## src/design/can_segmented_frame_builder_top_assert.svh

```systemverilog
// Assertion macros for the segmented CAN frame builder.
`ifndef CAN_SEGMENTED_FRAME_BUILDER_TOP_ASSERT_SVH
`define CAN_SEGMENTED_FRAME_BUILDER_TOP_ASSERT_SVH

// Same-cycle implication, off during reset.
`define SFB_ASSERT_IMP(label, clk, rst, ante, cons) \
  label: assert property (@(posedge clk) disable iff (rst) (ante) |-> (cons)) \
    else $error("frame builder assertion failed");

// Next-cycle implication, off during reset.
`define SFB_ASSERT_NXT(label, clk, rst, ante, cons) \
  label: assert property (@(posedge clk) disable iff (rst) (ante) |=> (cons)) \
    else $error("frame builder assertion failed");

`endif

```

## src/design/can_sfb_pkg.sv

```systemverilog
// Package: types and constants of the segmented CAN frame builder.
package can_sfb_pkg;

  localparam int MAX_SEGMENTS = 128;

  localparam logic [2:0]  CAP_IDX    = 3'd6;
  localparam logic [2:0]  CAP_PLAIN  = 3'd7;
  localparam logic [10:0] LIMIT_IDX  = 11'(int'(CAP_IDX) * MAX_SEGMENTS);
  localparam logic [10:0] LIMIT_PLAIN = 11'(int'(CAP_PLAIN) * MAX_SEGMENTS);
  localparam logic [3:0]  HDR_IDX    = 4'd2;
  localparam logic [3:0]  HDR_PLAIN  = 4'd1;
  localparam logic [7:0]  LAST_MARK  = 8'h80;
  localparam int          CHUNK_MAX  = 7;

  localparam int          APB_ADDR_W = 3;
  localparam int          APB_DATA_W = 32;
  localparam logic        REG_EXT_MODE = 1'b0;

  typedef struct packed {
    logic [7:0]  payload_byte;
    logic [9:0]  message_length;
    logic [15:0] frame_id;
    logic        index_en;
    logic [7:0]  entry_index;
  } item_t;

  typedef struct packed {
    logic [15:0] out_frame_id;
    logic [3:0]  frame_length;
    logic [63:0] frame_data;
    logic        extended_flag;
    logic        last_frame;
    logic        status;
  } result_t;

endpackage

```

## src/design/can_sfb_in_if.sv

```systemverilog
// Input byte channel of the frame builder.
interface can_sfb_in_if;
  logic        valid;
  logic        ready;
  logic [7:0]  payload_byte;
  logic [9:0]  message_length;
  logic [15:0] frame_id;
  logic        index_en;
  logic [7:0]  entry_index;

  modport source (output valid, payload_byte, message_length, frame_id, index_en,
                  entry_index, input ready);
  modport sink   (input valid, payload_byte, message_length, frame_id, index_en,
                  entry_index, output ready);
endinterface

```

## src/design/can_sfb_out_if.sv

```systemverilog
// Output frame channel of the frame builder.
interface can_sfb_out_if;
  logic        valid;
  logic        ready;
  logic [15:0] out_frame_id;
  logic [3:0]  frame_length;
  logic [63:0] frame_data;
  logic        extended_flag;
  logic        last_frame;
  logic        status;

  modport source (output valid, out_frame_id, frame_length, frame_data, extended_flag,
                  last_frame, status, input ready);
  modport sink   (input valid, out_frame_id, frame_length, frame_data, extended_flag,
                  last_frame, status, output ready);
endinterface

```

## src/design/can_segmented_frame_builder_top.sv

```systemverilog
// Top level of the segmented CAN frame builder: config register, core, output buffer.
// A frame beat is registered in the output register, or in the skid behind a held beat.
// Throughput: one byte beat per cycle while the skid is empty; a full skid closes input.
// A two-entry output buffer (output register plus skid) keeps input open while only the output register is full.
// Reset (synchronous, active high): message state cleared, buffer empty, extended mode 1.
module can_segmented_frame_builder_top (
  input  logic                                  clk,
  input  logic                                  rst,
  can_sfb_in_if.sink                            in_ch,
  can_sfb_out_if.source                         out_ch,
  input  logic                                  psel,
  input  logic                                  penable,
  input  logic                                  pwrite,
  input  logic [can_sfb_pkg::APB_ADDR_W-1:0]    paddr,
  input  logic [can_sfb_pkg::APB_DATA_W-1:0]    pwdata,
  output logic [can_sfb_pkg::APB_DATA_W-1:0]    prdata,
  output logic                                  pready
);
  import can_sfb_pkg::*;

  `include "can_segmented_frame_builder_top_assert.svh"

  // ---- configuration register ----
  logic ext_mode;
  logic cfg_wr;

  assign pready = 1'b1;
  assign cfg_wr = psel && penable && pwrite && pready;
  // only the word select bit decodes; index 1 and up read as zero
  assign prdata = (paddr[2] == REG_EXT_MODE) ? {{(APB_DATA_W-1){1'b0}}, ext_mode}
                                             : '0;

  always_ff @(posedge clk) begin
    if (rst) begin
      ext_mode <= 1'b1;
    end else if (cfg_wr && paddr[2] == REG_EXT_MODE) begin
      ext_mode <= pwdata[0];
    end
  end

  // ---- framing core ----
  item_t   item;
  result_t res;
  logic    res_valid;
  logic    in_fire;
  logic    skid_valid;

  assign item.payload_byte   = in_ch.payload_byte;
  assign item.message_length = in_ch.message_length;
  assign item.frame_id       = in_ch.frame_id;
  assign item.index_en       = in_ch.index_en;
  assign item.entry_index    = in_ch.entry_index;

  // input stays open unless both buffer slots hold a frame
  assign in_ch.ready = !skid_valid;
  assign in_fire     = in_ch.valid && in_ch.ready;

  can_sfb_core u_core (
    .clk       (clk),
    .rst       (rst),
    .in_fire   (in_fire),
    .item      (item),
    .ext_mode  (ext_mode),
    .res_valid (res_valid),
    .res       (res)
  );

  // ---- output register plus skid ----
  result_t out_reg;
  result_t skid_reg;
  logic    out_valid;
  logic    out_fire;

  assign out_fire = out_valid && out_ch.ready;

  always_ff @(posedge clk) begin
    if (rst) begin
      out_valid  <= 1'b0;
      skid_valid <= 1'b0;
    end else if (skid_valid) begin
      // input is closed; drain skid into the output register
      if (out_fire) begin
        out_reg    <= skid_reg;
        skid_valid <= 1'b0;
      end
    end else if (res_valid) begin
      if (!out_valid || out_fire) begin
        out_reg   <= res;
        out_valid <= 1'b1;
      end else begin
        skid_reg   <= res;
        skid_valid <= 1'b1;
      end
    end else if (out_fire) begin
      out_valid <= 1'b0;
    end
  end

  assign out_ch.valid         = out_valid;
  assign out_ch.out_frame_id  = out_reg.out_frame_id;
  assign out_ch.frame_length  = out_reg.frame_length;
  assign out_ch.frame_data    = out_reg.frame_data;
  assign out_ch.extended_flag = out_reg.extended_flag;
  assign out_ch.last_frame    = out_reg.last_frame;
  assign out_ch.status        = out_reg.status;

  // ---- assertions ----
  // skid only fills behind a held output beat
  `SFB_ASSERT_IMP(a_skid_behind_out, clk, rst, skid_valid, out_valid)
  // an error beat carries no frame
  `SFB_ASSERT_IMP(a_err_empty, clk, rst, out_valid && out_reg.status,
                  out_reg.frame_length == 4'd0 && !out_reg.last_frame)
  // a frame beat always has at least its header byte
  `SFB_ASSERT_IMP(a_frame_has_hdr, clk, rst, out_valid && !out_reg.status,
                  out_reg.frame_length != 4'd0)
  // a config write lands in the mode register
  `SFB_ASSERT_NXT(a_cfg_write, clk, rst, cfg_wr && paddr[2] == REG_EXT_MODE,
                  ext_mode == $past(pwdata[0]))

endmodule

```

## src/design/can_sfb_core.sv

```systemverilog
// Framing core: message state, chunk register and frame assembly.
module can_sfb_core (
  input  logic                  clk,
  input  logic                  rst,
  input  logic                  in_fire,
  input  can_sfb_pkg::item_t    item,
  input  logic                  ext_mode,
  output logic                  res_valid,
  output can_sfb_pkg::result_t  res
);
  import can_sfb_pkg::*;

  logic                            in_message, in_message_next;
  logic [9:0]                      bytes_taken, bytes_taken_next;
  logic [6:0]                      segment_number, segment_number_next;
  logic [2:0]                      chunk_fill, chunk_fill_next;
  logic [CHUNK_MAX-1:0][7:0]       chunk_bytes, chunk_bytes_next;
  logic [9:0]                      latched_length, latched_length_next;
  logic [15:0]                     latched_id, latched_id_next;
  logic                            latched_index_mode, latched_index_mode_next;
  logic [7:0]                      latched_index, latched_index_next;
  logic                            dropping, dropping_next;

  always_comb begin
    logic                      first;
    logic [9:0]                len;
    logic                      idm;
    logic [7:0]                idx;
    logic [2:0]                cap;
    logic [10:0]               limit;
    logic [9:0]                b_bytes;
    logic [6:0]                b_seg;
    logic [2:0]                b_fill;
    logic [CHUNK_MAX-1:0][7:0] chunk_n;
    logic [2:0]                fill_n;
    logic [9:0]                bytes_n;
    logic                      last;
    logic [7:0]                header;

    first   = !in_message;
    len     = first ? item.message_length : latched_length;
    idm     = first ? item.index_en : latched_index_mode;
    idx     = first ? item.entry_index : latched_index;
    cap     = idm ? CAP_IDX : CAP_PLAIN;
    limit   = idm ? LIMIT_IDX : LIMIT_PLAIN;
    b_bytes = first ? 10'd0 : bytes_taken;
    b_seg   = first ? 7'd0 : segment_number;
    b_fill  = first ? 3'd0 : chunk_fill;
    chunk_n = first ? '0 : chunk_bytes;
    chunk_n[b_fill] = item.payload_byte;
    fill_n  = b_fill + 3'd1;
    bytes_n = b_bytes + 10'd1;
    last    = bytes_n >= len;
    header  = {last, b_seg};

    in_message_next         = in_message;
    bytes_taken_next        = bytes_taken;
    segment_number_next     = segment_number;
    chunk_fill_next         = chunk_fill;
    chunk_bytes_next        = chunk_bytes;
    latched_length_next     = latched_length;
    latched_id_next         = latched_id;
    latched_index_mode_next = latched_index_mode;
    latched_index_next      = latched_index;
    dropping_next           = dropping;

    res_valid         = 1'b0;
    res               = '0;
    res.out_frame_id  = first ? item.frame_id : latched_id;
    res.extended_flag = ext_mode;

    if (in_fire) begin
      if (first) begin
        latched_length_next     = item.message_length;
        latched_id_next         = item.frame_id;
        latched_index_mode_next = item.index_en;
        latched_index_next      = item.entry_index;
        bytes_taken_next        = '0;
        segment_number_next     = '0;
        chunk_fill_next         = '0;
        chunk_bytes_next        = '0;
        dropping_next           = 1'b0;
      end

      if (first && len == 10'd0) begin
        // empty message: lone header-only frame
        res_valid        = 1'b1;
        res.frame_length = idm ? HDR_IDX : HDR_PLAIN;
        res.frame_data   = {48'd0, (idm ? idx : 8'h00), LAST_MARK};
        res.last_frame   = 1'b1;
      end else if (first && {1'b0, len} > limit) begin
        // too long: one error beat, then swallow the rest
        res_valid        = 1'b1;
        res.status       = 1'b1;
        bytes_taken_next = 10'd1;
        if (len > 10'd1) begin
          in_message_next = 1'b1;
          dropping_next   = 1'b1;
        end
      end else if (!first && dropping) begin
        bytes_taken_next = bytes_taken + 10'd1;
        if (bytes_taken_next >= latched_length) begin
          in_message_next = 1'b0;
          dropping_next   = 1'b0;
        end
      end else begin
        in_message_next = 1'b1;
        if (last || fill_n >= cap) begin
          res_valid        = 1'b1;
          res.last_frame   = last;
          res.frame_length = (idm ? HDR_IDX : HDR_PLAIN) + {1'b0, fill_n};
          res.frame_data   = idm ? {chunk_n[CHUNK_MAX-2:0], idx, header}
                                 : {chunk_n, header};
          chunk_fill_next  = '0;
          chunk_bytes_next = '0;
          if (last) begin
            in_message_next     = 1'b0;
            bytes_taken_next    = '0;
            segment_number_next = '0;
          end else begin
            bytes_taken_next    = bytes_n;
            segment_number_next = b_seg + 7'd1;
          end
        end else begin
          chunk_bytes_next    = chunk_n;
          chunk_fill_next     = fill_n;
          bytes_taken_next    = bytes_n;
          segment_number_next = b_seg;
        end
      end
    end
  end

  always_ff @(posedge clk) begin
    if (rst) begin
      in_message         <= 1'b0;
      bytes_taken        <= '0;
      segment_number     <= '0;
      chunk_fill         <= '0;
      chunk_bytes        <= '0;
      latched_length     <= '0;
      latched_id         <= '0;
      latched_index_mode <= 1'b0;
      latched_index      <= '0;
      dropping           <= 1'b0;
    end else begin
      in_message         <= in_message_next;
      bytes_taken        <= bytes_taken_next;
      segment_number     <= segment_number_next;
      chunk_fill         <= chunk_fill_next;
      chunk_bytes        <= chunk_bytes_next;
      latched_length     <= latched_length_next;
      latched_id         <= latched_id_next;
      latched_index_mode <= latched_index_mode_next;
      latched_index      <= latched_index_next;
      dropping           <= dropping_next;
    end
  end

endmodule

```

## src/flat_wrapper.sv

```systemverilog
// flat-port wrapper written by rule: the top's interface ports become plain ports
module can_segmented_frame_builder_top_flat import can_sfb_pkg::*;
  (clk, rst, psel, penable, pwrite, paddr, pwdata, prdata, pready, in_ch_valid, in_ch_payload_byte, in_ch_message_length, in_ch_frame_id, in_ch_index_en, in_ch_entry_index, in_ch_ready, out_ch_valid, out_ch_out_frame_id, out_ch_frame_length, out_ch_frame_data, out_ch_extended_flag, out_ch_last_frame, out_ch_status, out_ch_ready);
  can_sfb_in_if in_ch_i ();
  can_sfb_out_if out_ch_i ();
  input  logic clk;
  input  logic rst;
  input  logic psel;
  input  logic penable;
  input  logic pwrite;
  input  logic [can_sfb_pkg::APB_ADDR_W-1:0] paddr;
  input  logic [can_sfb_pkg::APB_DATA_W-1:0] pwdata;
  output logic [can_sfb_pkg::APB_DATA_W-1:0] prdata;
  output logic pready;
  input wire logic [$bits(in_ch_i.valid)-1:0] in_ch_valid;
  input wire logic [$bits(in_ch_i.payload_byte)-1:0] in_ch_payload_byte;
  input wire logic [$bits(in_ch_i.message_length)-1:0] in_ch_message_length;
  input wire logic [$bits(in_ch_i.frame_id)-1:0] in_ch_frame_id;
  input wire logic [$bits(in_ch_i.index_en)-1:0] in_ch_index_en;
  input wire logic [$bits(in_ch_i.entry_index)-1:0] in_ch_entry_index;
  output wire logic [$bits(in_ch_i.ready)-1:0] in_ch_ready;
  output wire logic [$bits(out_ch_i.valid)-1:0] out_ch_valid;
  output wire logic [$bits(out_ch_i.out_frame_id)-1:0] out_ch_out_frame_id;
  output wire logic [$bits(out_ch_i.frame_length)-1:0] out_ch_frame_length;
  output wire logic [$bits(out_ch_i.frame_data)-1:0] out_ch_frame_data;
  output wire logic [$bits(out_ch_i.extended_flag)-1:0] out_ch_extended_flag;
  output wire logic [$bits(out_ch_i.last_frame)-1:0] out_ch_last_frame;
  output wire logic [$bits(out_ch_i.status)-1:0] out_ch_status;
  input wire logic [$bits(out_ch_i.ready)-1:0] out_ch_ready;
  assign in_ch_i.valid = in_ch_valid;
  assign in_ch_i.payload_byte = in_ch_payload_byte;
  assign in_ch_i.message_length = in_ch_message_length;
  assign in_ch_i.frame_id = in_ch_frame_id;
  assign in_ch_i.index_en = in_ch_index_en;
  assign in_ch_i.entry_index = in_ch_entry_index;
  assign in_ch_ready = in_ch_i.ready;
  assign out_ch_valid = out_ch_i.valid;
  assign out_ch_out_frame_id = out_ch_i.out_frame_id;
  assign out_ch_frame_length = out_ch_i.frame_length;
  assign out_ch_frame_data = out_ch_i.frame_data;
  assign out_ch_extended_flag = out_ch_i.extended_flag;
  assign out_ch_last_frame = out_ch_i.last_frame;
  assign out_ch_status = out_ch_i.status;
  assign out_ch_i.ready = out_ch_ready;
  can_segmented_frame_builder_top u_core (.clk(clk), .rst(rst), .in_ch(in_ch_i), .out_ch(out_ch_i), .psel(psel), .penable(penable), .pwrite(pwrite), .paddr(paddr), .pwdata(pwdata), .prdata(prdata), .pready(pready));
endmodule
```

## config.mk

```make
export PLATFORM = sky130hd
export DESIGN_NAME = can_segmented_frame_builder_top_flat
export DESIGN_NICKNAME = d
export VERILOG_FILES = /design/src/design/can_sfb_pkg.sv /design/src/design/can_sfb_in_if.sv /design/src/design/can_sfb_out_if.sv /design/src/design/can_segmented_frame_builder_top.sv /design/src/design/can_sfb_core.sv /design/src/flat_wrapper.sv
export VERILOG_INCLUDE_DIRS = /design/src /design/src/design
export SDC_FILE = /design/constraint.sdc
export NUM_CORES = 1
export LEC_CHECK = 0
export ABC_AREA = 1
export BUFFER_PORTS_ARGS = -buffer_cell sky130_fd_sc_hd__buf_4
export CORE_ASPECT_RATIO = 1.2
export CORE_MARGIN = 4
export CORE_UTILIZATION = 30
export DETAILED_ROUTE_END_ITERATION = 10
export PLACE_DENSITY = 0.45
export SYNTH_ARGS = -nofsm -noshare
export SYNTH_HDL_FRONTEND = slang
export SYNTH_SLANG_ARGS = --single-unit
```

## constraint.sdc

```tcl
create_clock -name clk -period 14.7 [get_ports clk]
set_clock_uncertainty 0.15 [all_clocks]
set_input_delay 0 -clock clk [delete_from_list [all_inputs] [get_ports clk]]
set_output_delay 0 -clock clk [all_outputs]
set_load 0.01 [all_outputs]
```

Yosys cells after proc, flatten, opt, wreduce, memory -nomap -nowiden
Cells that the tools add are included.

Flip-flop bits (word level): 290.

Bitwise gates (word level): 5. Muxes and demuxes: 75. Magnitude comparators: 7. Equal/unequal tests: 4. Reductions and logical operators: 22. Add/subtract/negate cells: 5.

Operators with widths (count): 87-bit two-way mux (4); 68-bit two-way mux (5); 56-bit two-way mux (5); 10-bit two-way mux (7); 64-bit two-way mux (1); 56-bit bitwise mux (1); 7-bit two-way mux (6); 1-bit two-way mux (33); 8-bit two-way mux (4); 8-bit demux with 3-bit select (1); 10-bit by 1-bit adder with 10-bit output, second input constant (2); 10-bit greater-or-equal comparator (2); 16-bit two-way mux (1); 3-bit two-way mux (5); 4-bit AND reduction (3); 10-bit by 1-bit greater-than comparator with 1-bit output, second input constant (1); 10-bit greater-than comparator (1); 10-bit zero test (1); 1-bit logical AND (9); 7-bit by 1-bit adder with 7-bit output, second input constant (1); 2-bit nonzero test (3); 1-bit NOT (5); 2-bit by 3-bit adder with 4-bit output (1); 3-bit by 4-bit less-than comparator with 1-bit output, second input constant (1); 10 further kinds (15).

Depth between registers and ports, before layout
Depth in word-level cells: 15. Mapped depth: 25. Mapped depth without buffers: 20.

Modules after synthesis
From an unflattened synthesis, not the netlist that was laid out.

Cells, all modules: 2026. Area total of the unflattened synthesis: 15645.0 sq um.

By module, submodules not included: can_sfb_core (cells each 1507, instances 1, area each 8892.3 sq um, seq. area each 2262.2 sq um); can_segmented_frame_builder_top (cells each 519, instances 1, area each 6752.7 sq um, seq. area each 5285.1 sq um).

Least setup slack after synthesis
OpenSTA, ideal clock, no wires.

Kind: register to register. From: register u_core.u_core.in_message. To: register u_core.skid_reg[0] (netlist name) (enable). Arrival time: 6709 ps. Setup slack: 7307 ps. Buffers on the path: 5. Setup time: 533 ps. Stages on the path, launching flop included: 25. Clock period less this slack: 7393 ps. Cell sequence: dfxtp_1 > buf_4 > buf_4 > buf_2 > buf_2 > buf_2 > nand2_1 > inv_1 > ha_1 > inv_1 > nor2_1 > nand4_1 > nand2_1 > inv_1 > ha_1 > nand2_1 > nor2_1 > nand2_1 > nand3_1 > nand2_1 > nand2_1 > nand2_1 > nand2_1 > inv_1 > nor2_1.

Cells in the longest elaborated chain, start to end: 10.

RTL lines: from (decl) (RTL line can_sfb_core.sv:13) `logic in_message, in_message_next;`; from (signal assigned) (RTL line can_sfb_core.sv:147) `in_message <= in_message_next;`; 10-bit two-way mux, or another cell as far along; 10-bit by 1-bit adder with 10-bit output, or another cell as far along (RTL line can_sfb_core.sv:52) `bytes_n = b_bytes + 10'd1;`; 10-bit greater-or-equal comparator / 3-bit greater-or-equal comparator (equally long branches) (RTL line can_sfb_core.sv:53, can_sfb_core.sv:108); 1-bit logical OR (RTL line can_sfb_core.sv:108) `if (last || fill_n >= cap) begin`; 1-bit two-way mux (RTL line can_sfb_core.sv:108); 1-bit two-way mux (RTL line can_sfb_core.sv:100) `end else if (!first && dropping) begin`; 1-bit two-way mux (RTL line can_sfb_core.sv:91) `end else if (first && {1'b0, len} > limit) begin`; 1-bit two-way mux (*) (RTL line can_sfb_core.sv:85) `if (first && len == 10'd0) begin`; 1-bit two-way mux (*) (RTL line can_sfb_core.sv:72) `if (in_fire) begin`; 4-bit AND reduction (no source line) (*); to (signal assigned) (RTL line can_segmented_frame_builder_top.sv:91) `skid_reg <= res;`; to (decl) (RTL line can_segmented_frame_builder_top.sv:70) `result_t skid_reg;`.

Mark *: on every way between the ends. The rest lies on a longest branch, timed or not. A chain may end at the register's enable or synchronous reset.

Worst setup path after layout
From: register u_core.u_core.in_message. To: register u_core.skid_reg[32] (netlist name) (enable).

The elaborated chain is that of the path after synthesis.

==> results.json <==
{
  "hold_violations": 0,
  "critical_path_class": "flop to flop",
  "insertion_delay_ps": 550,
  "grt_pass1_vias": 12200,
  "setup_viol_count_final": 0,
  "gp_congestion": 0.8107,
  "root_buffer": "clkbuf_16",
  "drcViolationCount": 0,
  "p_per_area_nw_per_um2": 104.6,
  "core.rowCount": 90,
  "switching_share_pct": 24.49,
  "antenna_found_initial": 0,
  "ys_seq_area_share_pct": 49.35,
  "finish.net_count": 2115,
  "die-area_um2": 54250,
  "rsz0062_at_grt": "no",
  "max_freq_mhz": 164.8,
  "syn_inst": 1885,
  "dp_hpwl_mm": 28.40,
  "synth_top_area_share_pct": 34.04,
  "via_per_inst": 4.832,
  "drive_gt1_share_pct": 14.15,
  "required_ps": 14710,
  "clk_pin_slew_ps": 50,
  "antenna_cells": 0,
  "area.growth.synth_to_final_pct": 19.35,
  "die_height_um": 254.4,
  "cts_buffers": 36,
  "netlist-cell-type-count": 40,
  "wl_met1_mm": 20.72,
  "leakage_nw": 6.893,
  "antenna_left": 0,
  "dr.max_layer_used": "met4",
  "regArea_um2": 7495,
  "portBuffers": 141,
  "max-slew-margin-rel_pct": 25.42,
  "dr.first_iter.drc_count": 919,
  "wl_met3_mm": 2.357,
  "largest_register_ffs": 86,
  "crit_fanout": 67,
  "wl_mm": 45.66,
  "globalRouteOverflowTotal": 0,
  "place_area_um2": 16450,
  "grt_pass1_wl_mm": 70.45,
  "internal-power_w": 0.001431,
  "cap_violations": 0,
  "clock_sinks": 288,
  "fillers": 5218,
  "p_seq_share_pct": 46.3,
  "finalMaxSlewViolations": 0,
  "post_cts_buffers": 0,
  "combPwrFrac_pct": 8.2,
  "final_design_area_no_fill_um2": 18110,
  "cts_tree": "built",
  "ys_top_cells_by_area": "edfxtp_1, dfxtp_1, nand2_1",
  "cp_data_arrival_time_ps": 6070,
  "synth_warnings": 0,
  "cts-resized-gates": 0,
  "clk_path_buf_depth": 3,
  "clock_power_share_pct": 45.5,
  "multiInputGateArea_um2": 6411,
  "h-tree-depth": 2,
  "finalCriticalPeriod_ps": 6067,
  "endpoint_kind": "flop",
  "worst_slew_pin_slew_ps": 1119,
  "start_util_pct": 30.28,
  "synthesis.area_um2": 15170,
  "yosys_register_bits": 288,
  "finalCritPeriodShare_pct": 41.27,
  "ios": 207,
  "fp.dieW_um": 213.3,
  "grt_use_total_pct": 16.30,
  "p_sw_w": 0.0004640,
  "fin_setup_tns_ps": 0,
  "status": "finished clean",
  "ir_worst_vdd_uv": 56.72,
  "wl_met2_mm": 21.73,
  "dr.pass1.iters": 5,
  "syn_area_per_cell_um2": 8.049,
  "synth_area_leader_cell": "edfxtp_1",
  "wire_per_inst_um": 17.09,
  "hold_buffers": 51,
  "core-area_um2": 50110,
  "min_path_type": "input pin to output pin",
  "startpoint_type": "flop",
  "grt_max_degree": 81,
  "vias": 12910
}
-- per-stage QoR --
stage               setup WS, ps  util, %  cells  power [W]  hold slack (ps)
global route                8138    36.14   2672   0.001977            124.6
detailed placement          8459    32.84   2556   0.001041            74.66
CTS                         8470    36.14   2672   0.001927            105.9
floorplan                   7307        -   1915  0.0009935           -102.5
global placement            8513    32.84   2556   0.001038            76.35
finish                      8633    36.14   2672   0.001895            102.9
-- metal layers --
layer	GRT usage [%]	vias to the layer above
met1	22.46	6075
met2	27.31	320
met5	0	-
met3	2.251	51
met4	3.823	0
li1	-	6464
-- cells by family (layout without fill, tap and decap cells) --
family          Yosys count  after routing  synth area share, %
compound gates          466            466                17.38
xor+xnor                  8              8               0.4618
fa+ha+maj                29             29                2.441
buf+inv                 311            424                9.220
flops                   288            288                49.35
mux                       8              8               0.5278
other cells               2             32              0.04950
simple gates            773            773                20.57
-- worst paths after layout --
path / endpoint / slack, ps / startpoint / cells past startpoint
worst max-delay path: u_core.skid_reg[32]$_DFFE_PP_ / 8630 / u_core.u_core.in_message$_SDFFE_PP0P_ / 16
worst min-delay path: prdata[0] / 100 / paddr[2] / 3
worst max register to register: u_core.skid_reg[32]$_DFFE_PP_ / 8630 / u_core.u_core.in_message$_SDFFE_PP0P_ / 16
worst min register to register: u_core.skid_reg[2]$_DFFE_PP_ / 310 / u_core.ext_mode$_SDFFE_PP1P_ / 0
-- cells in the final DEF (no fill, tap or decap), drive strengths merged, types with 2 or more instances in the layout --
master,synthesis,final
a21oi,121,121
nand4,10,10
edfxtp,172,172
or2,16,16
nand3,63,63
clkinv,2,13
nand2,574,574
dlygate4sd3,0,51
nor2,104,104
dfxtp,116,116
nor3,5,5
clkbuf,77,54
mux2i,8,8
ha,28,28
a21o,2,2
xor2,6,6
o22ai,40,40
xnor2,2,2
inv,152,151
buf,80,154
o21ai,266,266
o211ai,34,34
conb,2,32
-- power by group through the flow --
stage / registers, W / clock network [W] / logic, W
floorplan: 0.000891 / 0 / 0.000103
CTS: 0.000878 / 0.000892 / 0.000157
global placement: 0.000894 / 0 / 0.000144
global route: 0.000879 / 0.000923 / 0.000174
detailed placement: 0.000895 / 0 / 0.000146
finish: 0.000878 / 0.000861 / 0.000156
-- Yosys cell counts (all sizes together) --
| library cell | number |
|---|---|
| nand2 | 574 |
| o21ai | 266 |
| edfxtp | 172 |
| inv | 152 |
| a21oi | 121 |
| dfxtp | 116 |
| nor2 | 104 |
| buf | 80 |
| clkbuf | 77 |
| nand3 | 63 |
| o22ai | 40 |
| o211ai | 34 |
| ha | 28 |
| or2 | 16 |
| nand4 | 10 |
| mux2i | 8 |
| xor2 | 6 |
| nor3 | 5 |
| a21o | 2 |
| clkinv | 2 |
| conb | 2 |
| xnor2 | 2 |
| a211oi | 1 |
| a21boi | 1 |
| fa | 1 |
| nand2b | 1 |
| o21bai | 1 |
-- cell type report --
class	count	area share (%)
Multi-Input combinational cell	1316	35.40
Inverter	154	3.241
Sequential cell	288	41.39
Clock inverter	11	0.5113
Tap cell	644	4.450
Timing Repair Buffer	205	9.203
Clock buffer	54	5.804
-- critical path: stages (launching register included) --
cell and delay, ps:
dfxtp_4 830, buf_4 820, inv_2 430, nand2_1 160
nand2_1 110, ha_1 300, nand2_1 70, nor2_1 140
nand3_1 120, nand3_1 170, nand2_1 120, nand2_1 110
nand2_1 280, nand2_1 200, inv_1 90, nor2_4 710
buf_4 740
Note: power is estimated with default switching activity, not from simulation.
